**config.mk**
```make
export PLATFORM = sky130hd
export DESIGN_NAME = edge_string_tokenizer_flat
export DESIGN_NICKNAME = d
export VERILOG_FILES = /design/src/hw/rtl/est_pkg.sv /design/src/hw/rtl/est_if.sv /design/src/hw/rtl/edge_string_tokenizer.sv /design/src/hw/rtl/est_front.sv /design/src/hw/rtl/est_fifo.sv /design/src/hw/rtl/est_back.sv /design/src/flat_wrapper.sv
export SDC_FILE = /design/constraint.sdc
export NUM_CORES = 2
export LEC_CHECK = 0
export BUFFER_PORTS_ARGS = -buffer_cell sky130_fd_sc_hd__buf_2
export CAP_MARGIN = 20
export CORE_ASPECT_RATIO = 2
export CORE_MARGIN = 4
export CORE_UTILIZATION = 55
export DETAILED_ROUTE_END_ITERATION = 8
export PLACE_DENSITY = 0.75
export SYNTH_ARGS = -nofsm -noshare
export SYNTH_HDL_FRONTEND = slang
export SYNTH_SLANG_ARGS = --single-unit
```
**constraint.sdc**
```tcl
create_clock -name clock -period 8.4 [get_ports clock]
set_input_delay 0.84 -clock clock [delete_from_list [all_inputs] [get_ports clock]]
set_output_delay 0.84 -clock clock [all_outputs]
set_load 0.02 [all_outputs]
```
**src/hw/rtl/est_pkg.sv**
```systemverilog
// Package for the edge string tokenizer: widths, character codes, enums,
// the queue entry type and the power-of-ten tables.
// Depends on nothing; every other file of the block uses it.
package est_pkg;

   localparam int MAX_DEC_FRAC_DIGITS = 6;
   localparam int OUT_FRAC_BITS       = 16;

   localparam int CHAR_W          = 8;
   localparam int INT_W           = 40;
   localparam int VALUE_W         = 40;
   localparam int CNT_W           = 3;
   localparam int HEX_INT_W       = 24;
   localparam int HEX_FRAC_BITS   = 8;
   localparam int HEX_FRAC_DIGITS = 2;
   localparam int TWIPS_PER_PIXEL = 20;

   // Power of ten for a small digit count.
   function automatic longint pow10(input int n);
      longint acc;
      acc = 1;
      for (int i = 0; i < n; i++) begin
         acc = acc * 10;
      end
      return acc;
   endfunction

   localparam longint POW10_MAX   = pow10(MAX_DEC_FRAC_DIGITS);
   localparam int     P_W         = $clog2(POW10_MAX + 1);
   localparam int     F_W         = (P_W > HEX_FRAC_BITS) ? P_W : HEX_FRAC_BITS;
   localparam longint HEX_DEN     = TWIPS_PER_PIXEL * (longint'(1) << HEX_FRAC_BITS);
   localparam longint DEC_DEN_MAX = TWIPS_PER_PIXEL * POW10_MAX;
   localparam longint DEN_MAX     = (DEC_DEN_MAX > HEX_DEN) ? DEC_DEN_MAX : HEX_DEN;
   localparam int     DEN_W       = $clog2(DEN_MAX + 1);
   localparam int     X_W         = INT_W + P_W;
   localparam int     DVD_W       = X_W + OUT_FRAC_BITS + 1;
   localparam int     DCNT_W      = $clog2(DVD_W + 1);

   localparam int FIFO_DEPTH = 2;
   localparam int FIFO_PTR_W = (FIFO_DEPTH > 1) ? $clog2(FIFO_DEPTH) : 1;
   localparam int FIFO_CNT_W = $clog2(FIFO_DEPTH + 1);

   localparam logic [CHAR_W-1:0] CH_NUL    = 8'h00;
   localparam logic [CHAR_W-1:0] CH_TAB    = 8'h09;
   localparam logic [CHAR_W-1:0] CH_LF     = 8'h0A;
   localparam logic [CHAR_W-1:0] CH_CR     = 8'h0D;
   localparam logic [CHAR_W-1:0] CH_SPACE  = 8'h20;
   localparam logic [CHAR_W-1:0] CH_BANG   = 8'h21;
   localparam logic [CHAR_W-1:0] CH_HASH   = 8'h23;
   localparam logic [CHAR_W-1:0] CH_PLUS   = 8'h2B;
   localparam logic [CHAR_W-1:0] CH_MINUS  = 8'h2D;
   localparam logic [CHAR_W-1:0] CH_DOT    = 8'h2E;
   localparam logic [CHAR_W-1:0] CH_SLASH  = 8'h2F;
   localparam logic [CHAR_W-1:0] CH_0      = 8'h30;
   localparam logic [CHAR_W-1:0] CH_9      = 8'h39;
   localparam logic [CHAR_W-1:0] CH_UC_A   = 8'h41;
   localparam logic [CHAR_W-1:0] CH_UC_F   = 8'h46;
   localparam logic [CHAR_W-1:0] CH_UC_S   = 8'h53;
   localparam logic [CHAR_W-1:0] CH_LBRACK = 8'h5B;
   localparam logic [CHAR_W-1:0] CH_RBRACK = 8'h5D;
   localparam logic [CHAR_W-1:0] CH_LC_A   = 8'h61;
   localparam logic [CHAR_W-1:0] CH_LC_F   = 8'h66;
   localparam logic [CHAR_W-1:0] CH_BAR    = 8'h7C;

   typedef enum logic [1:0] {
      KIND_COMMAND = 2'd0,
      KIND_VALUE   = 2'd1,
      KIND_END     = 2'd2
   } kind_type;

   typedef enum logic [1:0] {
      PH_START = 2'd0,
      PH_INT   = 2'd1,
      PH_FRAC  = 2'd2,
      PH_REST  = 2'd3
   } phase_type;

   typedef enum logic [2:0] {
      BK_IDLE,
      BK_MUL,
      BK_PREP,
      BK_DIV,
      BK_OUT
   } back_state_type;

   // One pending result: a command, an end mark, or a finished token to scale.
   typedef struct packed {
      kind_type            kind;
      logic [CHAR_W-1:0]   cmd;
      logic                last;
      logic                is_hex;
      logic                neg;
      logic [INT_W-1:0]    int_acc;
      logic [F_W-1:0]      frac;
      logic [CNT_W-1:0]    cnt;
   } entry_type;

   function automatic logic [P_W-1:0] pow10_of(input logic [CNT_W-1:0] cnt);
      return P_W'(pow10(int'(cnt)));
   endfunction

   function automatic logic [DEN_W-1:0] dec_den_of(input logic [CNT_W-1:0] cnt);
      return DEN_W'(TWIPS_PER_PIXEL * pow10(int'(cnt)));
   endfunction

endpackage

```
**src/hw/rtl/est_if.sv**
```systemverilog
// Handshake interfaces of the edge string tokenizer: the byte channel and
// the result channel. Depends on est_pkg.
interface est_req_if;
   logic                          valid;
   logic                          ready;
   logic [est_pkg::CHAR_W-1:0]    char_code;

   modport source (output valid, output char_code, input ready);
   modport sink   (input valid, input char_code, output ready);
endinterface

interface est_rsp_if;
   logic                          valid;
   logic                          ready;
   est_pkg::kind_type             kind;
   logic [est_pkg::CHAR_W-1:0]    command_char;
   logic signed [est_pkg::VALUE_W-1:0] value;
   logic                          last_of_run;

   modport source (output valid, output kind, output command_char, output value,
                   output last_of_run, input ready);
   modport sink   (input valid, input kind, input command_char, input value,
                   input last_of_run, output ready);
endinterface

```
**src/hw/rtl/edge_string_tokenizer.sv**
```systemverilog
// Top level of the edge string tokenizer: front end, result queue and
// back end. Depends on est_pkg, est_if, est_front, est_fifo and est_back.

// The block takes a vector edge string one byte per word on req_ch and
// returns tokens on rsp_ch. Whitespace separates tokens, each of the bytes
// ! | / [ ] S comes out as a command word, any other run of bytes comes out
// as one value word when it ends, and byte 0 gives an end word and clears
// all token state. Values are pixels (twips over twenty) in signed fixed
// point with sixteen fraction bits, rounded to nearest and saturated to 40
// bits; a token that starts with # is read as 24.8 hex fixed point. The
// front end takes one byte per cycle while the queue has room, except
// that a byte which closes a value and is itself a command or the end
// queues two words and holds off the next byte until the second is
// queued. The back end moves a command or end word straight to the output
// register. A value word passes in the back end through a multiply step,
// a setup step, 77 steps of the bit-serial divider that scales the token
// and an output step; a two-entry queue between the ends lets the front
// keep taking bytes of the next token while a value is being scaled. The
// output register holds a finished word until the receiver takes it,
// and the back end starts the next queued word once that register is free.
module edge_string_tokenizer (
   input  logic       clock,
   input  logic       reset,
   est_req_if.sink    req_ch,
   est_rsp_if.source  rsp_ch
);

   logic                 push, pop, full, empty;
   est_pkg::entry_type   push_data, pop_data;

   // Classifies bytes and gathers token digits.
   est_front u_front (
      .clock     (clock),
      .reset     (reset),
      .req       (req_ch),
      .fifo_full (full),
      .push      (push),
      .push_data (push_data)
   );

   // Pending words between the two halves.
   est_fifo u_fifo (
      .clock     (clock),
      .reset     (reset),
      .push      (push),
      .push_data (push_data),
      .full      (full),
      .pop       (pop),
      .pop_data  (pop_data),
      .empty     (empty)
   );

   // Scales values and presents results.
   est_back u_back (
      .clock     (clock),
      .reset     (reset),
      .empty     (empty),
      .pop_data  (pop_data),
      .pop       (pop),
      .rsp       (rsp_ch)
   );

endmodule

```
**src/hw/rtl/est_front.sv**
```systemverilog
// Front end of the tokenizer: takes bytes, classifies them, gathers token
// state and queues results. Depends on est_pkg and est_if.
module est_front (
   input  logic                clock,
   input  logic                reset,
   est_req_if.sink             req,
   input  logic                fifo_full,
   output logic                push,
   output est_pkg::entry_type  push_data
);

   logic                          active_ff, active_in;
   logic                          hex_ff, hex_in;
   est_pkg::phase_type            phase_ff, phase_in;
   logic                          neg_ff, neg_in;
   logic [est_pkg::INT_W-1:0]     int_ff, int_in;
   logic [est_pkg::F_W-1:0]       frac_ff, frac_in;
   logic [est_pkg::CNT_W-1:0]     cnt_ff, cnt_in;
   logic                          seen_ff, seen_in;
   logic                          pend_ff, pend_in;
   est_pkg::entry_type            pend_data_ff, pend_data_in;

   logic [est_pkg::CHAR_W-1:0]    c;
   logic                          accept;
   logic                          is_space, is_cmd, is_end, ends;
   logic                          is_sign, is_dot, dec_digit, hex_digit;
   logic [3:0]                    hv;
   logic [est_pkg::INT_W+3:0]     int10;
   logic [est_pkg::F_W+3:0]       frac10;
   logic                          early;

   // Feed results for the current byte.
   est_pkg::phase_type            f_phase;
   logic                          f_neg, f_seen;
   logic [est_pkg::INT_W-1:0]     f_int;
   logic [est_pkg::F_W-1:0]       f_frac;
   logic [est_pkg::CNT_W-1:0]     f_cnt;

   est_pkg::entry_type            val_entry, tail_entry;

   assign c         = req.char_code;
   assign req.ready = !pend_ff && !fifo_full;
   assign accept    = req.valid && req.ready;

   always_comb begin
      is_space  = (c == est_pkg::CH_TAB) || (c == est_pkg::CH_LF) ||
                  (c == est_pkg::CH_CR) || (c == est_pkg::CH_SPACE);
      is_cmd    = (c == est_pkg::CH_BANG) || (c == est_pkg::CH_BAR) ||
                  (c == est_pkg::CH_SLASH) || (c == est_pkg::CH_LBRACK) ||
                  (c == est_pkg::CH_RBRACK) || (c == est_pkg::CH_UC_S);
      is_end    = (c == est_pkg::CH_NUL);
      ends      = is_space || is_cmd || is_end;
      is_sign   = (c == est_pkg::CH_PLUS) || (c == est_pkg::CH_MINUS);
      is_dot    = (c == est_pkg::CH_DOT);
      dec_digit = (c >= est_pkg::CH_0) && (c <= est_pkg::CH_9);
      hex_digit = dec_digit;
      hv        = c[3:0];
      if (((c >= est_pkg::CH_LC_A) && (c <= est_pkg::CH_LC_F)) ||
          ((c >= est_pkg::CH_UC_A) && (c <= est_pkg::CH_UC_F))) begin
         hex_digit = 1'b1;
         hv        = c[3:0] + 4'd9;
      end
      early = (phase_ff == est_pkg::PH_START) || (phase_ff == est_pkg::PH_INT);

      // Times ten by shift and add, plus the digit.
      int10  = {1'b0, int_ff, 3'b000} + {3'b000, int_ff, 1'b0} +
               {{est_pkg::INT_W{1'b0}}, c[3:0]};
      frac10 = {1'b0, frac_ff, 3'b000} + {3'b000, frac_ff, 1'b0} +
               {{est_pkg::F_W{1'b0}}, c[3:0]};

      f_phase = phase_ff;
      f_neg   = neg_ff;
      f_seen  = seen_ff;
      f_int   = int_ff;
      f_frac  = frac_ff;
      f_cnt   = cnt_ff;

      if (hex_ff) begin
         priority if ((phase_ff == est_pkg::PH_START) && is_sign) begin
            f_neg   = (c == est_pkg::CH_MINUS);
            f_phase = est_pkg::PH_INT;
         end else if (early && hex_digit) begin
            // Only the low 24 bits of the integer are kept.
            f_int   = est_pkg::INT_W'({int_ff[est_pkg::HEX_INT_W-5:0], hv});
            f_seen  = 1'b1;
            f_phase = est_pkg::PH_INT;
         end else if (early && is_dot &&
                      ((phase_ff == est_pkg::PH_START) || seen_ff)) begin
            f_phase = est_pkg::PH_FRAC;
         end else if ((phase_ff == est_pkg::PH_FRAC) && hex_digit) begin
            if (cnt_ff < est_pkg::CNT_W'(est_pkg::HEX_FRAC_DIGITS)) begin
               f_frac = est_pkg::F_W'({frac_ff[3:0], hv});
               f_cnt  = cnt_ff + 1'b1;
            end
         end else begin
            f_phase = est_pkg::PH_REST;
         end
      end else begin
         priority if ((phase_ff == est_pkg::PH_START) && is_sign) begin
            f_neg   = (c == est_pkg::CH_MINUS);
            f_phase = est_pkg::PH_INT;
         end else if (early && dec_digit) begin
            // A huge integer part sticks at all ones.
            f_int   = (int10[est_pkg::INT_W+3:est_pkg::INT_W] != 4'd0) ?
                      {est_pkg::INT_W{1'b1}} : int10[est_pkg::INT_W-1:0];
            f_phase = est_pkg::PH_INT;
         end else if (early && is_dot) begin
            f_phase = est_pkg::PH_FRAC;
         end else if ((phase_ff == est_pkg::PH_FRAC) && dec_digit) begin
            if (cnt_ff < est_pkg::CNT_W'(est_pkg::MAX_DEC_FRAC_DIGITS)) begin
               f_frac = frac10[est_pkg::F_W-1:0];
               f_cnt  = cnt_ff + 1'b1;
            end
         end else begin
            f_phase = est_pkg::PH_REST;
         end
      end
   end

   always_comb begin
      val_entry         = '0;
      val_entry.kind    = est_pkg::KIND_VALUE;
      val_entry.last    = !(is_end || is_cmd);
      val_entry.is_hex  = hex_ff;
      val_entry.neg     = neg_ff;
      val_entry.int_acc = int_ff;
      val_entry.frac    = frac_ff;
      val_entry.cnt     = cnt_ff;

      tail_entry      = '0;
      tail_entry.kind = is_end ? est_pkg::KIND_END : est_pkg::KIND_COMMAND;
      tail_entry.cmd  = is_end ? '0 : c;
      tail_entry.last = 1'b1;
   end

   always_comb begin
      active_in    = active_ff;
      hex_in       = hex_ff;
      phase_in     = phase_ff;
      neg_in       = neg_ff;
      int_in       = int_ff;
      frac_in      = frac_ff;
      cnt_in       = cnt_ff;
      seen_in      = seen_ff;
      pend_in      = pend_ff;
      pend_data_in = pend_data_ff;
      push         = 1'b0;
      push_data    = val_entry;

      if (pend_ff) begin
         // Second result of the last byte waits for room in the queue.
         push      = !fifo_full;
         push_data = pend_data_ff;
         if (!fifo_full) begin
            pend_in = 1'b0;
         end
      end else if (accept) begin
         if (active_ff && !ends) begin
            phase_in = f_phase;
            neg_in   = f_neg;
            seen_in  = f_seen;
            int_in   = f_int;
            frac_in  = f_frac;
            cnt_in   = f_cnt;
         end else if (active_ff) begin
            push         = 1'b1;
            push_data    = val_entry;
            pend_in      = is_end || is_cmd;
            pend_data_in = tail_entry;
            active_in    = 1'b0;
            hex_in       = 1'b0;
            phase_in     = est_pkg::PH_START;
            neg_in       = 1'b0;
            int_in       = '0;
            frac_in      = '0;
            cnt_in       = '0;
            seen_in      = 1'b0;
         end else if (is_end || is_cmd) begin
            push      = 1'b1;
            push_data = tail_entry;
         end else if (!is_space) begin
            // Token state is clear here, so the feed starts from reset values.
            active_in = 1'b1;
            hex_in    = (c == est_pkg::CH_HASH);
            if (c != est_pkg::CH_HASH) begin
               phase_in = f_phase;
               neg_in   = f_neg;
               int_in   = f_int;
               frac_in  = f_frac;
               cnt_in   = f_cnt;
            end
         end
      end
   end

   always_ff @(posedge clock) begin
      if (reset) begin
         active_ff <= 1'b0;
         hex_ff    <= 1'b0;
         phase_ff  <= est_pkg::PH_START;
         neg_ff    <= 1'b0;
         int_ff    <= '0;
         frac_ff   <= '0;
         cnt_ff    <= '0;
         seen_ff   <= 1'b0;
         pend_ff   <= 1'b0;
      end else begin
         active_ff <= active_in;
         hex_ff    <= hex_in;
         phase_ff  <= phase_in;
         neg_ff    <= neg_in;
         int_ff    <= int_in;
         frac_ff   <= frac_in;
         cnt_ff    <= cnt_in;
         seen_ff   <= seen_in;
         pend_ff   <= pend_in;
      end
   end

   always_ff @(posedge clock) begin
      pend_data_ff <= pend_data_in;
   end

endmodule

```
**src/hw/rtl/est_fifo.sv**
```systemverilog
// Short queue of pending results between the front and back ends.
// Depends on est_pkg.
module est_fifo (
   input  logic                clock,
   input  logic                reset,
   input  logic                push,
   input  est_pkg::entry_type  push_data,
   output logic                full,
   input  logic                pop,
   output est_pkg::entry_type  pop_data,
   output logic                empty
);

   est_pkg::entry_type                mem [est_pkg::FIFO_DEPTH];
   logic [est_pkg::FIFO_PTR_W-1:0]    wr_ptr_ff, wr_ptr_in;
   logic [est_pkg::FIFO_PTR_W-1:0]    rd_ptr_ff, rd_ptr_in;
   logic [est_pkg::FIFO_CNT_W-1:0]    count_ff, count_in;

   assign full     = (count_ff == est_pkg::FIFO_CNT_W'(est_pkg::FIFO_DEPTH));
   assign empty    = (count_ff == '0);
   assign pop_data = mem[rd_ptr_ff];

   always_comb begin
      wr_ptr_in = wr_ptr_ff;
      rd_ptr_in = rd_ptr_ff;
      count_in  = count_ff;
      if (push) begin
         wr_ptr_in = (wr_ptr_ff == est_pkg::FIFO_PTR_W'(est_pkg::FIFO_DEPTH - 1)) ?
                     '0 : wr_ptr_ff + 1'b1;
      end
      if (pop) begin
         rd_ptr_in = (rd_ptr_ff == est_pkg::FIFO_PTR_W'(est_pkg::FIFO_DEPTH - 1)) ?
                     '0 : rd_ptr_ff + 1'b1;
      end
      unique case ({push, pop})
         2'b10:   count_in = count_ff + 1'b1;
         2'b01:   count_in = count_ff - 1'b1;
         default: count_in = count_ff;
      endcase
   end

   always_ff @(posedge clock) begin
      if (reset) begin
         wr_ptr_ff <= '0;
         rd_ptr_ff <= '0;
         count_ff  <= '0;
      end else begin
         wr_ptr_ff <= wr_ptr_in;
         rd_ptr_ff <= rd_ptr_in;
         count_ff  <= count_in;
      end
   end

   always_ff @(posedge clock) begin
      if (push) begin
         mem[wr_ptr_ff] <= push_data;
      end
   end

   a_no_push_full: assert property (@(posedge clock) disable iff (reset)
      push |-> !full)
      else $error("queue written while full");

   a_no_pop_empty: assert property (@(posedge clock) disable iff (reset)
      pop |-> !empty)
      else $error("queue read while empty");

   a_count_range: assert property (@(posedge clock) disable iff (reset)
      count_ff <= est_pkg::FIFO_CNT_W'(est_pkg::FIFO_DEPTH))
      else $error("queue count out of range");

   a_count_up: assert property (@(posedge clock) disable iff (reset)
      (push && !pop) |=> (count_ff == $past(count_ff) + 1'b1))
      else $error("queue count missed a write");

endmodule

```
**src/hw/rtl/est_back.sv**
```systemverilog
// Back end of the tokenizer: takes queued results, scales token values to
// pixels with a shared bit-serial divider, and drives the result register.
// Depends on est_pkg and est_if.
module est_back (
   input  logic                clock,
   input  logic                reset,
   input  logic                empty,
   input  est_pkg::entry_type  pop_data,
   output logic                pop,
   est_rsp_if.source           rsp
);

   est_pkg::back_state_type          state_ff, state_in;
   est_pkg::entry_type               tok_ff, tok_in;
   logic                             sign_ff, sign_in;
   logic [est_pkg::X_W-1:0]          x_ff, x_in;
   logic [est_pkg::DEN_W-1:0]        den_ff, den_in;
   logic [est_pkg::DVD_W-1:0]        dvd_ff, dvd_in;
   logic [est_pkg::DEN_W-1:0]        rem_ff, rem_in;
   logic [est_pkg::VALUE_W-1:0]      quot_ff, quot_in;
   logic                             ovf_ff, ovf_in;
   logic [est_pkg::DCNT_W-1:0]       dcnt_ff, dcnt_in;

   logic                             out_valid_ff, out_valid_in;
   est_pkg::kind_type                out_kind_ff, out_kind_in;
   logic [est_pkg::CHAR_W-1:0]       out_cmd_ff, out_cmd_in;
   logic [est_pkg::VALUE_W-1:0]      out_value_ff, out_value_in;
   logic                             out_last_ff, out_last_in;

   logic                             out_free;
   logic [est_pkg::HEX_INT_W-1:0]    hex_ip;
   logic [est_pkg::HEX_FRAC_BITS-1:0] hex_fb;
   logic [est_pkg::HEX_INT_W+est_pkg::HEX_FRAC_BITS-1:0] hex_raw;
   logic [est_pkg::HEX_INT_W+est_pkg::HEX_FRAC_BITS:0]   hex_mag;
   logic [est_pkg::X_W-1:0]          dec_x;
   logic [est_pkg::DEN_W:0]          trial, diff;
   logic                             qbit;
   logic                             over;
   logic [est_pkg::VALUE_W-1:0]      mag40, signed_val;

   assign rsp.valid        = out_valid_ff;
   assign rsp.kind         = out_kind_ff;
   assign rsp.command_char = out_cmd_ff;
   assign rsp.value        = out_value_ff;
   assign rsp.last_of_run  = out_last_ff;
   assign out_free         = !out_valid_ff || rsp.ready;

   // Token to magnitude: hex is 24.8 two's complement, decimal is I*10^n+F.
   always_comb begin
      hex_ip  = tok_ff.neg ? (est_pkg::HEX_INT_W'(0) - tok_ff.int_acc[est_pkg::HEX_INT_W-1:0])
                           : tok_ff.int_acc[est_pkg::HEX_INT_W-1:0];
      unique case (tok_ff.cnt)
         est_pkg::CNT_W'(0): hex_fb = '0;
         est_pkg::CNT_W'(1): hex_fb = {tok_ff.frac[3:0], 4'b0000};
         default:            hex_fb = tok_ff.frac[est_pkg::HEX_FRAC_BITS-1:0];
      endcase
      hex_raw = {hex_ip, hex_fb};
      hex_mag = hex_raw[$high(hex_raw)] ?
                ({1'b1, {($bits(hex_raw)){1'b0}}} - {1'b0, hex_raw}) :
                {1'b0, hex_raw};
      dec_x   = est_pkg::X_W'(tok_ff.int_acc) * est_pkg::X_W'(est_pkg::pow10_of(tok_ff.cnt)) +
                est_pkg::X_W'(tok_ff.frac);
   end

   // One restoring division step per cycle.
   always_comb begin
      trial = {rem_ff, dvd_ff[est_pkg::DVD_W-1]};
      diff  = trial - {1'b0, den_ff};
      qbit  = (trial >= {1'b0, den_ff});
   end

   // Sign and saturation of the quotient.
   always_comb begin
      if (sign_ff) begin
         over       = ovf_ff || (quot_ff[est_pkg::VALUE_W-1] &&
                                 (quot_ff[est_pkg::VALUE_W-2:0] != '0));
         mag40      = over ? {1'b1, {(est_pkg::VALUE_W-1){1'b0}}} : quot_ff;
         signed_val = est_pkg::VALUE_W'(0) - mag40;
      end else begin
         over       = ovf_ff || quot_ff[est_pkg::VALUE_W-1];
         mag40      = quot_ff;
         signed_val = over ? {1'b0, {(est_pkg::VALUE_W-1){1'b1}}} : quot_ff;
      end
   end

   always_comb begin
      state_in     = state_ff;
      tok_in       = tok_ff;
      sign_in      = sign_ff;
      x_in         = x_ff;
      den_in       = den_ff;
      dvd_in       = dvd_ff;
      rem_in       = rem_ff;
      quot_in      = quot_ff;
      ovf_in       = ovf_ff;
      dcnt_in      = dcnt_ff;
      pop          = 1'b0;
      out_valid_in = rsp.ready ? 1'b0 : out_valid_ff;
      out_kind_in  = out_kind_ff;
      out_cmd_in   = out_cmd_ff;
      out_value_in = out_value_ff;
      out_last_in  = out_last_ff;

      unique case (state_ff)
         est_pkg::BK_IDLE: begin
            if (!empty && out_free) begin
               pop = 1'b1;
               if (pop_data.kind == est_pkg::KIND_VALUE) begin
                  tok_in   = pop_data;
                  state_in = est_pkg::BK_MUL;
               end else begin
                  out_valid_in = 1'b1;
                  out_kind_in  = pop_data.kind;
                  out_cmd_in   = pop_data.cmd;
                  out_value_in = '0;
                  out_last_in  = pop_data.last;
               end
            end
         end
         est_pkg::BK_MUL: begin
            if (tok_ff.is_hex) begin
               x_in    = est_pkg::X_W'(hex_mag);
               sign_in = hex_raw[$high(hex_raw)];
               den_in  = est_pkg::DEN_W'(est_pkg::HEX_DEN);
            end else begin
               x_in    = dec_x;
               sign_in = tok_ff.neg;
               den_in  = est_pkg::dec_den_of(tok_ff.cnt);
            end
            state_in = est_pkg::BK_PREP;
         end
         est_pkg::BK_PREP: begin
            // Rounding to nearest: add half the divisor before dividing.
            dvd_in   = (est_pkg::DVD_W'(x_ff) << est_pkg::OUT_FRAC_BITS) +
                       est_pkg::DVD_W'(den_ff >> 1);
            rem_in   = '0;
            quot_in  = '0;
            ovf_in   = 1'b0;
            dcnt_in  = est_pkg::DCNT_W'(est_pkg::DVD_W);
            state_in = est_pkg::BK_DIV;
         end
         est_pkg::BK_DIV: begin
            rem_in  = qbit ? diff[est_pkg::DEN_W-1:0] : trial[est_pkg::DEN_W-1:0];
            dvd_in  = dvd_ff << 1;
            quot_in = {quot_ff[est_pkg::VALUE_W-2:0], qbit};
            ovf_in  = ovf_ff || quot_ff[est_pkg::VALUE_W-1];
            dcnt_in = dcnt_ff - 1'b1;
            if (dcnt_ff == est_pkg::DCNT_W'(1)) begin
               state_in = est_pkg::BK_OUT;
            end
         end
         est_pkg::BK_OUT: begin
            if (out_free) begin
               out_valid_in = 1'b1;
               out_kind_in  = est_pkg::KIND_VALUE;
               out_cmd_in   = '0;
               out_value_in = signed_val;
               out_last_in  = tok_ff.last;
               state_in     = est_pkg::BK_IDLE;
            end
         end
         default: begin
            state_in = est_pkg::BK_IDLE;
         end
      endcase
   end

   always_ff @(posedge clock) begin
      if (reset) begin
         state_ff     <= est_pkg::BK_IDLE;
         out_valid_ff <= 1'b0;
      end else begin
         state_ff     <= state_in;
         out_valid_ff <= out_valid_in;
      end
   end

   always_ff @(posedge clock) begin
      tok_ff       <= tok_in;
      sign_ff      <= sign_in;
      x_ff         <= x_in;
      den_ff       <= den_in;
      dvd_ff       <= dvd_in;
      rem_ff       <= rem_in;
      quot_ff      <= quot_in;
      ovf_ff       <= ovf_in;
      dcnt_ff      <= dcnt_in;
      out_kind_ff  <= out_kind_in;
      out_cmd_ff   <= out_cmd_in;
      out_value_ff <= out_value_in;
      out_last_ff  <= out_last_in;
   end

endmodule

```
**src/flat_wrapper.sv**
```systemverilog
// flat-port wrapper written by rule: the top's interface ports become plain ports
module edge_string_tokenizer_flat 
  (clock, reset, req_ch_valid, req_ch_char_code, req_ch_ready, rsp_ch_valid, rsp_ch_kind, rsp_ch_command_char, rsp_ch_value, rsp_ch_last_of_run, rsp_ch_ready);
  est_req_if req_ch_i ();
  est_rsp_if rsp_ch_i ();
  input  logic clock;
  input  logic reset;
  input wire logic [$bits(req_ch_i.valid)-1:0] req_ch_valid;
  input wire logic [$bits(req_ch_i.char_code)-1:0] req_ch_char_code;
  output wire logic [$bits(req_ch_i.ready)-1:0] req_ch_ready;
  output wire logic [$bits(rsp_ch_i.valid)-1:0] rsp_ch_valid;
  output wire logic [$bits(rsp_ch_i.kind)-1:0] rsp_ch_kind;
  output wire logic [$bits(rsp_ch_i.command_char)-1:0] rsp_ch_command_char;
  output wire logic [$bits(rsp_ch_i.value)-1:0] rsp_ch_value;
  output wire logic [$bits(rsp_ch_i.last_of_run)-1:0] rsp_ch_last_of_run;
  input wire logic [$bits(rsp_ch_i.ready)-1:0] rsp_ch_ready;
  assign req_ch_i.valid = req_ch_valid;
  assign req_ch_i.char_code = req_ch_char_code;
  assign req_ch_ready = req_ch_i.ready;
  assign rsp_ch_valid = rsp_ch_i.valid;
  assign rsp_ch_kind = rsp_ch_i.kind;
  assign rsp_ch_command_char = rsp_ch_i.command_char;
  assign rsp_ch_value = rsp_ch_i.value;
  assign rsp_ch_last_of_run = rsp_ch_i.last_of_run;
  assign rsp_ch_i.ready = rsp_ch_ready;
  edge_string_tokenizer u_core (.clock(clock), .reset(reset), .req_ch(req_ch_i), .rsp_ch(rsp_ch_i));
endmodule
```
# == Word-level counts from Yosys, hierarchy flattened ==
# Memory sizes are Yosys's and may differ from the RTL's. A register that Yosys moved wholly into a read port is not among the register bits.
# Cells that the tools add are included.
# totals
regBits,441
mem_bits_rw,152
in_bits,12
out_inout_bits,53
memories,1
# op_classes
n_addsub,17
n_mul,2
magnitude_cmp,16
n_eq_ne,39
muxes,151
n_bitwise,2
reduce_logical,59
# memory_table
name,depth,width,read_ports,rd_clocked_by_memory_dff,wr,line,source
u_core.u_fifo.mem,2,76,1,1,1,est_fifo.sv:14,est_pkg::entry_type mem [est_pkg::FIFO_DEPTH];
# ops
operator,count
$mux 40,17
$mux 76,5
$mux 20,16
$mux 64,3
$mux 24,7
$pmux 40 s2,2
$pmux 77 s2,1
$add 76x24->77,1
$mux 33,2
$mul 4x64->23 const A,1
$add 60x20->60,1
$mul 40x20->60,1
$mux 3,20
$eq 8x6->1 const B,7
$pmux 25 s2,1
$add 43x41->44,1
$add 44x4->44,1
$mux 1,44
$sub 1x40->40 const A,1
$reduce_bool 39->1,1
$mux 2,18
$sub 33x32->33 const A,1
$eq 8x7->1 const B,4
$mux 8,4
51 further kinds,126

# == Depth between registers and ports, before layout ==
# depth
depth_word,15
depth_mapped,32
ltp_nobuf,29

# == Modules after synthesis ==
# A second synthesis with hierarchy kept.
# unflattened
cells_unflattened,6144
area_unflattened_um2,59215.5
# modules_own_cells
mod,instances,cells_each,area_each_um2,seq_area_each_um2
est_back,1,4837,45233.4,10590.2
est_front,1,1049,8304.2,1671.6
est_fifo,1,258,5677.9,4664.5

# == Least setup slack after synthesis ==
# No wires, ideal clock.
# synth_timing
path_kind,register to register
start,register u_core.u_back.tok_ff[1] (netlist bit)
end,"register u_core.u_back.x_ff[44] (netlist bit), data pin"
arrival_ps,8040
setup_slack_ps,101
path_stages_with_launch,29
path_buffers,3
synth_period_minus_slack_ps,8299
cell_sequence,edfxtp_1 -> buf_2 -> clkbuf_1 -> nor3b_1 -> nor2_1 -> clkbuf_1 -> and2_1 -> fa_1 -> inv_1 -> fa_1 -> inv_1 -> fa_1 -> inv_1 -> fa_1 -> inv_1 -> fa_1 -> fa_1 -> inv_1 -> fa_1 -> inv_1 -> ha_1 -> a2111oi_2 -> nand3b_1 -> a221o_1 -> a31o_2 -> a211oi_2 -> o21ai_1 -> a221oi_1 -> mux2_2
# synth_between
elab_chain_len,10
elab_cells_between_ends,16
classes_between,add/sub: 1; mul: 1; order compare: 7; mux: 7
# synth_lines
item,line,source
from (decl),est_back.sv:14,"est_pkg::entry_type tok_ff, tok_in;"
from (signal assigned),est_back.sv:179,tok_ff <= tok_in;
$lt 3x3->1,est_pkg.sv:22,for (int i = 0; i < n; i++) begin
$mux 24 (6 in a row),est_pkg.sv:22,
$mux 64 *,--,
$mul 40x20->60 *,est_back.sv:61,dec_x = est_pkg::X_W'(tok_ff.int_acc) * est_pkg::X_W'(est_pkg::pow10_of(tok_ff.cnt)) +
$add 60x20->60 *,est_back.sv:61,
to (signal assigned),est_back.sv:181,x_ff <= x_in;
to (decl),est_back.sv:16,"logic [est_pkg::X_W-1:0] x_ff, x_in;"
# Every way passes the cells marked *; elsewhere a longest branch is shown, timed or not.
# A chain may end at the register's enable or synchronous reset.

# == Worst setup path after layout ==
# Same ends and word-level chain as after synthesis.

==> results.json <==
{
  "status": "finished clean",
  "netlist_top_cells_area": "edfxtp_1 (26%), fa_1 (23%), ha_1 (8.9%)",
  "finalNonFillerCells": 7461,
  "grt.total_usage": 0.3009,
  "drc_errors": 0,
  "cpMaxStageDelayCell": "fa_1",
  "synth.most_common_cell": "inv_1",
  "synth-compound-area-share": 0.09927,
  "seqPwrFrac": 0.217,
  "cts-root-buf": "clkbuf_16",
  "slew_viol_final": 0,
  "synthXorXnorAreaFrac": 0.03897,
  "cp_common_cell": "fa_1",
  "cp.required_ns": 8.81,
  "p_int_mw": 9.614,
  "row_count": 168,
  "synthCells": 5955,
  "synth-seq-area-share": 0.2912,
  "synth_edf_count": 510,
  "drt_iter0_drc": 2965,
  "viasPerCell": 5.909,
  "clock-sinks": 589,
  "core-area_um2": 104700,
  "drt_pass1_iterations": 6,
  "clk_pin_slew_ns": 0.06,
  "cts_tree": "yes",
  "hold_path.class": "in -> reg",
  "synth_top_cell_area_share": 0.2640,
  "placed_cells": 7337,
  "syn_avg_cell_area_um2": 9.742,
  "overflow": 0,
  "final_net_count": 7144,
  "hold_violations": 0,
  "peakVddDrop_mv": 0.4382,
  "synthToLayoutAreaGrowth_pct": 9.147,
  "synthArstFlopShare": 0,
  "hold_ws_ns": 0.4845,
  "combPwrFrac": 0.642,
  "htreeDepth": 2,
  "clkPwrFrac": 0.142,
  "start_util": 0.5542,
  "grt_max_degree": 132,
  "worstMarginPinSlew_ns": 1.021,
  "io_buffers": 64,
  "endpoint_kind": "register",
  "cap_violations": 0,
  "yosys_most_used_dff": "edfxtp_1",
  "finalClockSkew_ns": 0.03800,
  "period_share": 0.9793,
  "gp_congestion": 0.9935,
  "antenna_found_initial": 2,
  "seqCellArea_um2": 16900,
  "cts_buffers": 53,
  "crit_type": "reg -> reg",
  "crit_path_max_fanout": 14,
  "vias": 44090,
  "rsz0062_at_grt": "yes",
  "synth_mux_area_frac": 0.02036,
  "yosysUniqueCellTypes": 99,
  "synthAdderAreaFrac": 0.3184,
  "finalSetupViolations": 0,
  "power.leakage_nw": 28.91,
  "cp-start-kind": "register",
  "cts.path.max_buffers": 3,
  "drive_above_1_share": 0.1007,
  "cp_data_arrival_time_ns": 8.63,
  "sw_frac_of_total": 0.4458,
  "synth_commonest_cells": "inv_1 (942), fa_1 (664), nand2_1 (641), edfxtp_1 (510), ha_1 (414)",
  "cpPeakStageDelay_ns": 0.57,
  "slew-limit-headroom": 0.3184,
  "grt_pass1_wl_um": 259800,
  "first_global_vias": 47390,
  "yosys.area_share.simple": 0.1499,
  "synth_seq_cells": 589,
  "power_density_nw_per_um2": 274.0,
  "synth_area_leader_cell": "edfxtp_1",
  "die_w_um": 237.7,
  "antenna_left": 0,
  "die_h_um": 467.3,
  "multiInputGateArea_um2": 36710,
  "wirelength_um": 166200,
  "nFillCells": 8781,
  "synth_top_family_by_area": "adder cells",
  "fmax_mhz": 121.6,
  "syn_area_um2": 58010,
  "clkLatencyLatePin_ns": 0.67,
  "io_pins": 65,
  "period_needed_ns": 8.226,
  "wl_per_cell_um": 22.28,
  "yosys_warnings": 0,
  "p_sw_mw": 7.734,
  "hpwl_um": 132600,
  "design.die.area_um2": 111100
}
[layout make-up]
cell class / instances / area share
clock inverters: 32 / 0.004900
clock buffers: 68 / 0.02262
well taps: 1360 / 0.02687
flip-flops and latches: 589 / 0.2669
diodes: 2 / 0.00007904
multi-input cells: 4120 / 0.5798
inverters: 942 / 0.05590
repair buffers: 348 / 0.04296
[cells by family after synthesis]
kind of cell               Yosys count
DFF                                589
adders and majority gates         1078
and+or+nand+nor                   1781
buffers and inverters             1249
AOI/OAI and AO/OA                  892
muxes                              109
xor gates and xnor gates           256
other                                1
[critical path: cells and delay by family, from the launching register on]
family / cells / cell delay [ns]
compound gates: 7 / 1.57
simple gates: 5 / 0.67
mux: 1 / 0.36
buf+inv: 9 / 1.06
fa+ha+maj: 8 / 3.88
flops: 1 / 0.39
[flip-flops by register name, indices dropped and copies added (netlist names), 9 cells and up, named ones only]
register / flops
u_core.u_front.int_ff: 40
u_core.u_front.pend_data_ff: 9
u_core.u_back.den_ff: 22
u_core.u_fifo.mem: 152
u_core.u_back.x_ff: 60
u_core.u_back.rsp.value: 40
u_core.u_back.dvd_ff: 76
u_core.u_front.frac_ff: 20
u_core.u_back.tok_ff: 66
u_core.u_back.rem_ff: 25
u_core.u_back.quot_ff: 40
[power groups by stage]
| stage | logic (mW) | clock network, mW | registers [mW] |
|---|---|---|---|
| after floorplan | 6.67 | 0 | 3.85 |
| after global placement | 10.5 | 0 | 3.81 |
| after detailed placement | 10.6 | 0 | 3.82 |
| after CTS | 10.7 | 2.50 | 3.76 |
| after global routing | 12.3 | 2.61 | 3.77 |
| final | 11.1 | 2.46 | 3.76 |
[repair_timing]
action,CTS,global route
buffers inserted,0,16
endpoints found under the setup margin,3,24
hold buffers,0,0
pin swaps,0,17
cloned,0,4
resized for setup,5,58
[routing by layer]
| layer | share of wire | vias to the layer above | global-route usage |
|---|---|---|---|
| met3 | 0.043 | 790 | 0.03280 |
| met4 | 0.11 | 0 | 0.2440 |
| met2 | 0.54 | 1605 | 0.5722 |
| met5 | 0 | - | 0 |
| met1 | 0.31 | 21820 | 0.2871 |
| li1 | - | 19870 | - |
[final timing paths]
check	start	to	slack, ns	depth (start not counted)
worst max-delay path	u_core.u_back.tok_ff[1]$_DFFE_PP_	u_core.u_back.x_ff[44]$_SDFFCE_PP0P_	0.17	30
worst min-delay path	req_ch_char_code[4]	u_core.u_front.pend_data_ff[70]$_DFFE_PP_	0.48	1
worst max register to register	u_core.u_back.tok_ff[1]$_DFFE_PP_	u_core.u_back.x_ff[44]$_SDFFCE_PP0P_	0.17	30
worst min register to register	u_core.u_front.seen_ff$_SDFFE_PP0P_	u_core.u_front.seen_ff$_SDFFE_PP0P_	0.49	2
[per-stage QoR]
step                      setup WS [ns]  total power, mW    util  TNS [ns]  area (um2)
after floorplan                  0.1006            10.51       -         0       58030
after global placement          0.06877            14.33  0.5833         0       61060
after detailed placement        0.02391            14.46  0.5834         0       61070
after CTS                       0.02495            16.95  0.6002         0       62830
after global routing           -0.05387            18.74  0.6049  -0.08042       63320
final                            0.1739            17.35  0.6049         0       63320
[cells in the final DEF (no fill, tap or decap), drive strengths merged, types with 79 or more instances in the layout]
| master | n |
|---|---|
| xor2 | 116 |
| dfxtp | 79 |
| xnor2 | 140 |
| nor3 | 85 |
| nand2 | 641 |
| ha | 414 |
| buf | 343 |
| and2 | 228 |
| fa | 664 |
| o21ai | 241 |
| nor2 | 333 |
| edfxtp | 510 |
| inv | 947 |
| a21oi | 233 |
| and3 | 172 |
Power figures use the tool's default switching activity.
